===== config.mk =====
export PLATFORM = sky130hd
export DESIGN_NAME = unix_ms_to_calendar_date
export DESIGN_NICKNAME = d
export VERILOG_FILES = /design/src/design/umc_pkg.sv /design/src/design/umc_engine.sv /design/src/design/unix_ms_to_calendar_date.sv
export SDC_FILE = /design/constraint.sdc
export NUM_CORES = 2
export LEC_CHECK = 0
export BUFFER_PORTS_ARGS = -buffer_cell sky130_fd_sc_hd__buf_2
export CORE_UTILIZATION = 40
export DETAILED_ROUTE_END_ITERATION = 8
export SLEW_MARGIN = 20
export SYNTH_ARGS = -nofsm -noshare
export SYNTH_HDL_FRONTEND = slang
export SYNTH_HIERARCHICAL = 1
export SYNTH_SLANG_ARGS = --single-unit

===== constraint.sdc =====
create_clock -name clk -period 8 [get_ports clk]
set_input_delay 1.6 -clock clk [delete_from_list [all_inputs] [get_ports clk]]
set_output_delay 1.6 -clock clk [all_outputs]
set_load 0.1 [all_outputs]

===== src/design/umc_pkg.sv =====
// Package for the Unix-ms to calendar date converter.
// Constants and shared types; no dependencies.
package umc_pkg;
  localparam int unsigned TS_W = 42;
  localparam logic [41:0] LIMIT_MS = 42'd4102444800000;
  localparam logic [11:0] EPOCH_YEAR = 12'd1970;

  // each divisor split as 2^k * odd part; reciprocals are floor(2^n / odd)
  localparam logic [16:0] DAY_ODD   = 17'd84375;   // 86400000 = 2^10 * 84375
  localparam logic [15:0] DAY_RCP   = 16'd50903;   // 2^32
  localparam logic [14:0] HOUR_ODD  = 15'd28125;   // 3600000 = 2^7 * 28125
  localparam logic [5:0]  HOUR_RCP  = 6'd37;       // 2^20
  localparam logic [10:0] MIN_ODD   = 11'd1875;    // 60000 = 2^5 * 1875
  localparam logic [6:0]  MIN_RCP   = 7'd69;       // 2^17
  localparam logic [6:0]  SEC_ODD   = 7'd125;      // 1000 = 2^3 * 125
  localparam logic [6:0]  SEC_RCP   = 7'd65;       // 2^13
  localparam logic [10:0] QUAD_DAYS = 11'd1461;    // days in four years
  localparam logic [5:0]  QUAD_RCP  = 6'd44;       // 2^16

  typedef struct packed {
    logic [11:0] year;
    logic [3:0]  month;
    logic [4:0]  day;
    logic [4:0]  hour;
    logic [5:0]  minute;
    logic [5:0]  second;
    logic        oor;
  } date_t;

  // cumulative days before month m (m = 0..12)
  function automatic logic [8:0] cum_days(input logic [3:0] m, input logic leap);
    logic [8:0] v;
    case (m)
      4'd0: v = 9'd0;    4'd1: v = 9'd31;   4'd2: v = 9'd59;   4'd3: v = 9'd90;
      4'd4: v = 9'd120;  4'd5: v = 9'd151;  4'd6: v = 9'd181;  4'd7: v = 9'd212;
      4'd8: v = 9'd243;  4'd9: v = 9'd273;  4'd10: v = 9'd304; 4'd11: v = 9'd334;
      default: v = 9'd365;
    endcase
    if (leap && m >= 4'd2) v = v + 9'd1;
    return v;
  endfunction
endpackage


===== src/design/umc_engine.sv =====
// Eight-stage conversion pipeline: reciprocal divides with one correction step,
// four-year blocks for the year, parallel compares for the month. Depends on umc_pkg.
module umc_engine import umc_pkg::*; (
  input  logic            clk,
  input  logic            rst,
  input  logic            adv,
  input  logic            in_valid,
  input  logic [TS_W-1:0] ts,
  output logic            res_valid,
  output date_t           res
);
  logic [8:1]  vld;

  logic [41:0] s1_ts;
  logic        s1_oor;
  logic [47:0] s1_prod;

  logic [41:0] s2_ts;
  logic [15:0] s2_qe;
  logic        s2_oor;
  logic [32:0] s2_mul, s2_rd;
  logic        s2_hi;
  logic [17:0] s2_rr;

  logic [15:0] s3_days;
  logic [26:0] s3_ms;
  logic        s3_oor;
  logic [21:0] s3_bp;
  logic [25:0] s3_hp;

  logic [15:0] s4_days;
  logic [5:0]  s4_qb, s4_qh;
  logic [26:0] s4_ms;
  logic        s4_oor;
  logic [15:0] s4_bm, s4_e0, s4_ec;
  logic        s4_bhi;
  logic [19:0] s4_hm, s4_r2;
  logic        s4_hhi;
  logic [15:0] s4_r2c;

  logic [5:0]  s5_b;
  logic [10:0] s5_e;
  logic [4:0]  s5_hour;
  logic [21:0] s5_msh;
  logic        s5_oor;
  logic [1:0]  s5_yoff;
  logic [8:0]  s5_doy;
  logic [23:0] s5_mp;

  logic [11:0] s6_year;
  logic [8:0]  s6_doy;
  logic        s6_leap;
  logic [4:0]  s6_hour;
  logic [21:0] s6_msh;
  logic [6:0]  s6_qm;
  logic        s6_oor;
  logic [3:0]  s6_mon;
  logic [16:0] s6_mm, s6_r3;
  logic        s6_mhi;
  logic [11:0] s6_r3c;

  logic [11:0] s7_year;
  logic [8:0]  s7_doy;
  logic        s7_leap;
  logic [3:0]  s7_mon;
  logic [4:0]  s7_hour;
  logic [5:0]  s7_min;
  logic [15:0] s7_msm;
  logic        s7_oor;
  logic [19:0] s7_sp;

  logic [11:0] s8_year;
  logic [3:0]  s8_mon;
  logic [4:0]  s8_day;
  logic [4:0]  s8_hour;
  logic [5:0]  s8_min;
  logic [12:0] s8_sx;
  logic [6:0]  s8_qs;
  logic        s8_oor;
  logic [12:0] s8_sm, s8_r4;
  logic        s8_shi;

  always_ff @(posedge clk) begin
    if (rst) vld <= '0;
    else if (adv) vld <= {vld[7:1], in_valid};
  end

  // stage 1: day estimate from ts / 2^10
  assign s1_prod = {16'd0, s1_ts[41:10]} * {32'd0, DAY_RCP};

  // stage 2: estimate is low by at most one
  assign s2_mul = {17'd0, s2_qe} * {16'd0, DAY_ODD};
  assign s2_rd  = {1'b0, s2_ts[41:10]} - s2_mul;
  assign s2_hi  = s2_rd[17:0] >= {1'b0, DAY_ODD};
  assign s2_rr  = s2_hi ? s2_rd[17:0] - {1'b0, DAY_ODD} : s2_rd[17:0];

  // stage 3: four-year block and hour estimates
  assign s3_bp = {6'd0, s3_days} * {16'd0, QUAD_RCP};
  assign s3_hp = {6'd0, s3_ms[26:7]} * {20'd0, HOUR_RCP};

  // stage 4: corrections
  assign s4_bm  = {10'd0, s4_qb} * {5'd0, QUAD_DAYS};
  assign s4_e0  = s4_days - s4_bm;
  assign s4_bhi = s4_e0 >= {5'd0, QUAD_DAYS};
  assign s4_ec  = s4_bhi ? s4_e0 - {5'd0, QUAD_DAYS} : s4_e0;
  assign s4_hm  = {14'd0, s4_qh} * {5'd0, HOUR_ODD};
  assign s4_r2  = s4_ms[26:7] - s4_hm;
  assign s4_hhi = s4_r2[15:0] >= {1'b0, HOUR_ODD};
  assign s4_r2c = s4_hhi ? s4_r2[15:0] - {1'b0, HOUR_ODD} : s4_r2[15:0];

  // stage 5: year inside the block (1970 + 4b, 365, 365, 366, 365)
  always_comb begin
    if (s5_e < 11'd365) begin
      s5_yoff = 2'd0;
      s5_doy  = 9'(s5_e);
    end else if (s5_e < 11'd730) begin
      s5_yoff = 2'd1;
      s5_doy  = 9'(s5_e - 11'd365);
    end else if (s5_e < 11'd1096) begin
      s5_yoff = 2'd2;
      s5_doy  = 9'(s5_e - 11'd730);
    end else begin
      s5_yoff = 2'd3;
      s5_doy  = 9'(s5_e - 11'd1096);
    end
  end
  assign s5_mp = {7'd0, s5_msh[21:5]} * {17'd0, MIN_RCP};

  // stage 6: month by compare against the cumulative table
  always_comb begin
    s6_mon = 4'd1;
    for (int k = 1; k < 12; k++)
      if (cum_days(4'(k), s6_leap) <= s6_doy) s6_mon = 4'(k + 1);
  end
  assign s6_mm  = {10'd0, s6_qm} * {6'd0, MIN_ODD};
  assign s6_r3  = s6_msh[21:5] - s6_mm;
  assign s6_mhi = s6_r3[11:0] >= {1'b0, MIN_ODD};
  assign s6_r3c = s6_mhi ? s6_r3[11:0] - {1'b0, MIN_ODD} : s6_r3[11:0];

  // stage 7: second estimate
  assign s7_sp = {7'd0, s7_msm[15:3]} * {13'd0, SEC_RCP};

  // stage 8: second correction, out-of-range zeroing of year, month and day
  assign s8_sm  = {6'd0, s8_qs} * {6'd0, SEC_ODD};
  assign s8_r4  = s8_sx - s8_sm;
  assign s8_shi = s8_r4[7:0] >= {1'b0, SEC_ODD};

  always_comb begin
    res.oor    = s8_oor;
    res.year   = s8_oor ? 12'd0 : s8_year;
    res.month  = s8_oor ? 4'd0 : s8_mon;
    res.day    = s8_oor ? 5'd0 : s8_day;
    res.hour   = s8_hour;
    res.minute = s8_min;
    res.second = 6'(s8_qs + {6'd0, s8_shi});
  end
  assign res_valid = vld[8];

  always_ff @(posedge clk) begin
    if (adv) begin
      s1_ts   <= ts;
      s1_oor  <= ts >= LIMIT_MS;

      s2_ts   <= s1_ts;
      s2_qe   <= s1_prod[47:32];
      s2_oor  <= s1_oor;

      s3_days <= s2_qe + {15'd0, s2_hi};
      s3_ms   <= {s2_rr[16:0], s2_ts[9:0]};
      s3_oor  <= s2_oor;

      s4_days <= s3_days;
      s4_qb   <= s3_bp[21:16];
      s4_ms   <= s3_ms;
      s4_qh   <= s3_hp[25:20];
      s4_oor  <= s3_oor;

      s5_b    <= s4_qb + {5'd0, s4_bhi};
      s5_e    <= s4_ec[10:0];
      s5_hour <= 5'(s4_qh + {5'd0, s4_hhi});
      s5_msh  <= {s4_r2c[14:0], s4_ms[6:0]};
      s5_oor  <= s4_oor;

      s6_year <= EPOCH_YEAR + {4'd0, s5_b, 2'd0} + {10'd0, s5_yoff};
      s6_doy  <= s5_doy;
      s6_leap <= s5_yoff == 2'd2;
      s6_hour <= s5_hour;
      s6_msh  <= s5_msh;
      s6_qm   <= s5_mp[23:17];
      s6_oor  <= s5_oor;

      s7_year <= s6_year;
      s7_doy  <= s6_doy;
      s7_leap <= s6_leap;
      s7_mon  <= s6_mon;
      s7_hour <= s6_hour;
      s7_min  <= 6'(s6_qm + {6'd0, s6_mhi});
      s7_msm  <= {s6_r3c[10:0], s6_msh[4:0]};
      s7_oor  <= s6_oor;

      s8_year <= s7_year;
      s8_mon  <= s7_mon;
      s8_day  <= 5'(s7_doy - cum_days(s7_mon - 4'd1, s7_leap) + 9'd1);
      s8_hour <= s7_hour;
      s8_min  <= s7_min;
      s8_sx   <= s7_msm[15:3];
      s8_qs   <= s7_sp[19:13];
      s8_oor  <= s7_oor;
    end
  end
endmodule


===== src/design/unix_ms_to_calendar_date.sv =====
// Eight pipeline stages, the last feeding the output register. Throughput
// one word per cycle while out_ready stays high; a stalled output word
// freezes the whole pipeline and drops in_ready. Reset (rst, synchronous)
// clears the valid bits.
module unix_ms_to_calendar_date import umc_pkg::*; (
  input  logic            clk,
  input  logic            rst,
  input  logic            in_valid,
  output logic            in_ready,
  input  logic [TS_W-1:0] timestamp_ms,
  output logic            out_valid,
  input  logic            out_ready,
  output logic [11:0]     year,
  output logic [3:0]      month,
  output logic [4:0]      day,
  output logic [4:0]      hour,
  output logic [5:0]      minute,
  output logic [5:0]      second,
  output logic            out_of_range
);
  logic adv, res_valid;
  date_t res, hold;

  assign adv = !out_valid || out_ready;
  assign in_ready = adv;

  umc_engine u_eng (.clk, .rst, .adv, .in_valid, .ts(timestamp_ms), .res_valid, .res);

  always_ff @(posedge clk) begin
    if (rst) out_valid <= 1'b0;
    else if (adv) out_valid <= res_valid;
  end

  always_ff @(posedge clk) if (adv) hold <= res;

  assign year = hold.year;
  assign month = hold.month;
  assign day = hold.day;
  assign hour = hold.hour;
  assign minute = hold.minute;
  assign second = hold.second;
  assign out_of_range = hold.oor;
endmodule


==> metrics.md <==
| Metric | Value |
|---|---|
| Post-synthesis cell area | between 30000 and 40000 sq um |
| Initial DRC count | around 840 |
| Worst slew pin tran | 968 ps |
| Syn_area_per_cell | about 11 sq um |
| Area of the multi-input gates | about 23000 sq um |
| HP Start | u_eng/s7_min[0] |
| Detail Placement HPWL | roughly 57000 um |
| Root Driver | clkbuf_16 |
| Worst Skew | 16.5 ps |
| CTS tree | yes |
| Crit Path Category | flip-flop to flip-flop |
| Fraction of registers with async set/reset | 0% |
| Reg2Reg Setup Slack | roughly 630 ps |
| Overflow after GRT | 0 |
| I/O pin cnt | 87 |
| Reg2Reg Capture Point | u_eng/s3_days[14] |
| Fin nets | roughly 4700 |
| Worst EP required | 8370 ps |
| RSZ-0062 raised after global routing | no |
| Hold Path Sink | u_eng/s8_min[0] |
| Achievable Freq | about 0.14 GHz |
| Global-route wire length before repair | roughly 120000 um |
| Vias in the first global route | roughly 24000 |
| Worst-path clk slew | ~60 ps |
| Layout Cells excl Fill | 4873 |
| Storage element area | 12100 sq um |
| Number of setup buffers added after CTS | 0 |
| Predominant post-synthesis flop cell | edfxtp_1 |
| ANT nets after route | 0 |
| H-tree Lvls | 2 |
| Antenna Cells | 0 |
| WL met1 | 31100 um |
| Antenna violations before repair | 1 |
| Die Wd | approximately 310 um |
| Total number of vias | between 20000 and 25000 |
| Router iterations before antenna repair | 6 |
| Core Util, Final | between 40% and 50% |
| Proportion of layout cells with a drive suffix above 1 | approximately 5.4% |
| Worst r2r path cells | 29 |
| Final worst-path cycle share | between 90% and 100% |
| Metal3 WL | 2240 um |
| YS warnings | 6 |
| Number of synthesized flops with an enable pin | about 400 |
| CP Max Fanout | 5 |
| Most used cell, CP | inv_1 |
| Port Buffers | 83 |
| # fillers | about 9000 |
| RD Place Congestion | 0.859 |
| Initial core utilization | a little over 40% |
| Post-CTS Hold Buffers | 0 |
| Detailed-route DRC error count | 0 |
| Run status | completed |
| Max-slew headroom | 35.5% |
| Met2 routed WL | between 30000 and 40000 um |
| Crit Reg-Reg Startpoint | u_eng/s2_qe[5] |
| Synthesized net count | 4536 |
| Row count | about 110 |
| All-Layer GR Usage | between 10% and 20% |
| Setup-failing EPs final | 0 |
| Worst Path Arrival | about 7700 ps |
| TritonCTS buffer count | 50 |
| Startpoint class of the critical path | flip-flop |
| Die area | between 90000 and 100000 sq um |
| Fin. Hold Viols | 0 |
| Hold path depth | 0 |
| Post-synthesis cell type count | 79 |
| Via density | 4.72 |
| Core Area | 95600 sq um |
| Fin area | between 40000 and 50000 sq um |
| Die height | 314 um |
| Drt total wl | a little under 70000 um |
| Max Used Layer | met5 |
| Pin count of the biggest net entering global routing | between 100 and 150 |
| Slew Viols, Final | 0 |
| Endpoint class of the critical path | flip-flop |
| Avg WL per Cell | between 10 and 15 um |
| Latest clock arrival within the worst-skew pair | ~620 ps |
| Mapped Cells | 3441 |
| CTS Sinks | around 410 |
| Post-Route Setup TNS | 0 ps |
| Clock Tree Buf Depth | 3 |
| Hold Path Class | flip-flop to flip-flop |
| Max Cap Viol | 0 |
| Synthesized flop and latch total | roughly 400 |
| Critical-path top delay cell | fa_1 |
| Post-cts sizing count | 0 |
| Min Clock Period, post-route | 7370 ps |
| Sequential element share of the synthesized area | between 30% and 40% |
| Area growth, synth to finish | 9.43% |
| Max stage delay on crit path | ~530 ps |
| Post-DP Area | 40800 sq um |
| Post-Place Cells | approximately 4800 |
final cells by class:
type,count,share of cell area [%]
clock buffers,67,3.19
inverters,858,7.58
clock inverters,25,0.680
flip-flops and latches,406,28.5
multi-input cells,2159,55.2
well taps,1265,3.73
repair buffers,93,1.18
worst max-delay path, delay by kind of cell (launching register included):
kind / cells / cell delay (ps)
compound gates: 7 / 1820
xor+xnor: 1 / 140
fa+ha+maj: 9 / 3100
buf+inv: 7 / 610
flops: 1 / 490
simple gates: 5 / 940
synth_stat cells, types with 6 or more instances:
| cell type | number | area [sq um] |
|---|---|---|
| a221oi_1 | 6 | 52.6 |
| o22ai_1 | 6 | 37.5 |
| nand4_1 | 13 | 81.3 |
| nor3_1 | 42 | 210 |
| fa_1 | 417 | 8350 |
| o21bai_1 | 18 | 135 |
| ha_1 | 632 | 7910 |
| dfxtp_1 | 9 | 180 |
| o211ai_1 | 6 | 45.0 |
| mux2i_1 | 18 | 180 |
| and3_1 | 13 | 81.3 |
| inv_1 | 858 | 3220 |
| a21o_1 | 52 | 390 |
| and2_1 | 11 | 68.8 |
| a21oi_1 | 105 | 526 |
| o31ai_1 | 12 | 90.1 |
| nand2_1 | 113 | 424 |
| o21ai_0 | 79 | 395 |
| nand2b_1 | 22 | 138 |
| nor2b_1 | 39 | 244 |
| a211o_1 | 9 | 78.8 |
| clkbuf_1 | 13 | 48.8 |
| nand3_1 | 39 | 195 |
| xnor2_1 | 159 | 1390 |
| nor2_1 | 109 | 409 |
| a21boi_0 | 12 | 90.1 |
| a31oi_1 | 15 | 93.8 |
| a211oi_1 | 17 | 128 |
| or3_1 | 9 | 56.3 |
| o21a_1 | 23 | 173 |
| edfxtp_1 | 397 | 11900 |
| xor2_1 | 66 | 578 |
cells by family (layout without fill, tap and decap cells):
group | count (synthesis) | in the layout | synth area share, %
adders and majority gates | 1049 | 1049 | 41.9
buffers and inverters | 876 | 1043 | 8.51
and+or+nand+nor | 440 | 440 | 5.52
AOI/OAI and AO/OA | 424 | 424 | 7.31
DFF | 406 | 406 | 31.2
xor gates and xnor gates | 225 | 225 | 5.08
muxes | 21 | 21 | 0.551
stage by stage:
step / setup slack [ps] / hold slack [ps]
after global placement: 564 / 400
after detailed placement: 582 / 405
after global routing: 101 / 418
after floorplan: 1090 / 400
after CTS: 571 / 416
final: 629 / 413
placed cells by master, fill, tap and decap left out, types with 13 or more instances in the layout:
cell type | Yosys | final
a211oi_1 | 17 | 17
a21o_1 | 52 | 52
a21oi_1 | 105 | 105
a31oi_1 | 15 | 15
and3_1 | 13 | 13
buf_2 | 1 | 83
clkbuf_1 | 13 | 14
clkbuf_16 | 0 | 51
edfxtp_1 | 397 | 397
fa_1 | 417 | 417
ha_1 | 632 | 632
inv_1 | 858 | 858
mux2i_1 | 18 | 18
nand2_1 | 113 | 113
nand2b_1 | 22 | 22
nand3_1 | 39 | 39
nand4_1 | 13 | 13
nor2_1 | 109 | 109
nor2b_1 | 39 | 39
nor3_1 | 42 | 42
o21a_1 | 23 | 23
o21ai_0 | 79 | 79
o21bai_1 | 18 | 18
xnor2_1 | 159 | 159
xor2_1 | 66 | 66
how the worst max path moves through the flow:
stage	start	end	slack, ps	depth (start not counted)
finish	u_eng/s2_qe[5]	u_eng/s3_days[14]	630	29
global placement	u_eng/s2_qe[5]	u_eng/s3_days[14]	560	29
detailed placement	u_eng/s2_qe[5]	u_eng/s3_days[14]	580	29
floorplan	u_eng/s2_qe[6]	u_eng/s3_days[14]	1090	30
global route	u_eng/s2_qe[5]	u_eng/s3_days[14]	100	29
CTS	u_eng/s2_qe[5]	u_eng/s3_days[14]	570	29
routing by layer:
layer,global-route usage (%),vias up
met5,0,-
met4,4.07,2
met3,2.35,91
met2,26.3,255
met1,18.9,11100
li1,-,11600
registers in the layout, indices dropped and copies added, names as in the netlist, 7 cells and up:
signal and count:
u_eng/s1_ts 39, u_eng/s2_ts 25, u_eng/s3_ms 24, u_eng/s4_ms 20, u_eng/s5_msh 19, u_eng/s2_qe 16
u_eng/s3_days 16, u_eng/s4_days 16, u_eng/s6_msh 14, u_eng/s7_msm 13, u_eng/s6_year 12, u_eng/s7_year 12
u_eng/s8_year 12, year 12, u_eng/s5_e 11, u_eng/s6_doy 9, u_eng/s8_sx 8, u_eng/vld 8
u_eng/s6_qm 7, u_eng/s8_qs 7
Power is left out: the tool's default activity adds up to more than one toggle a clock period on the data nets, which glitch-free logic cannot reach.
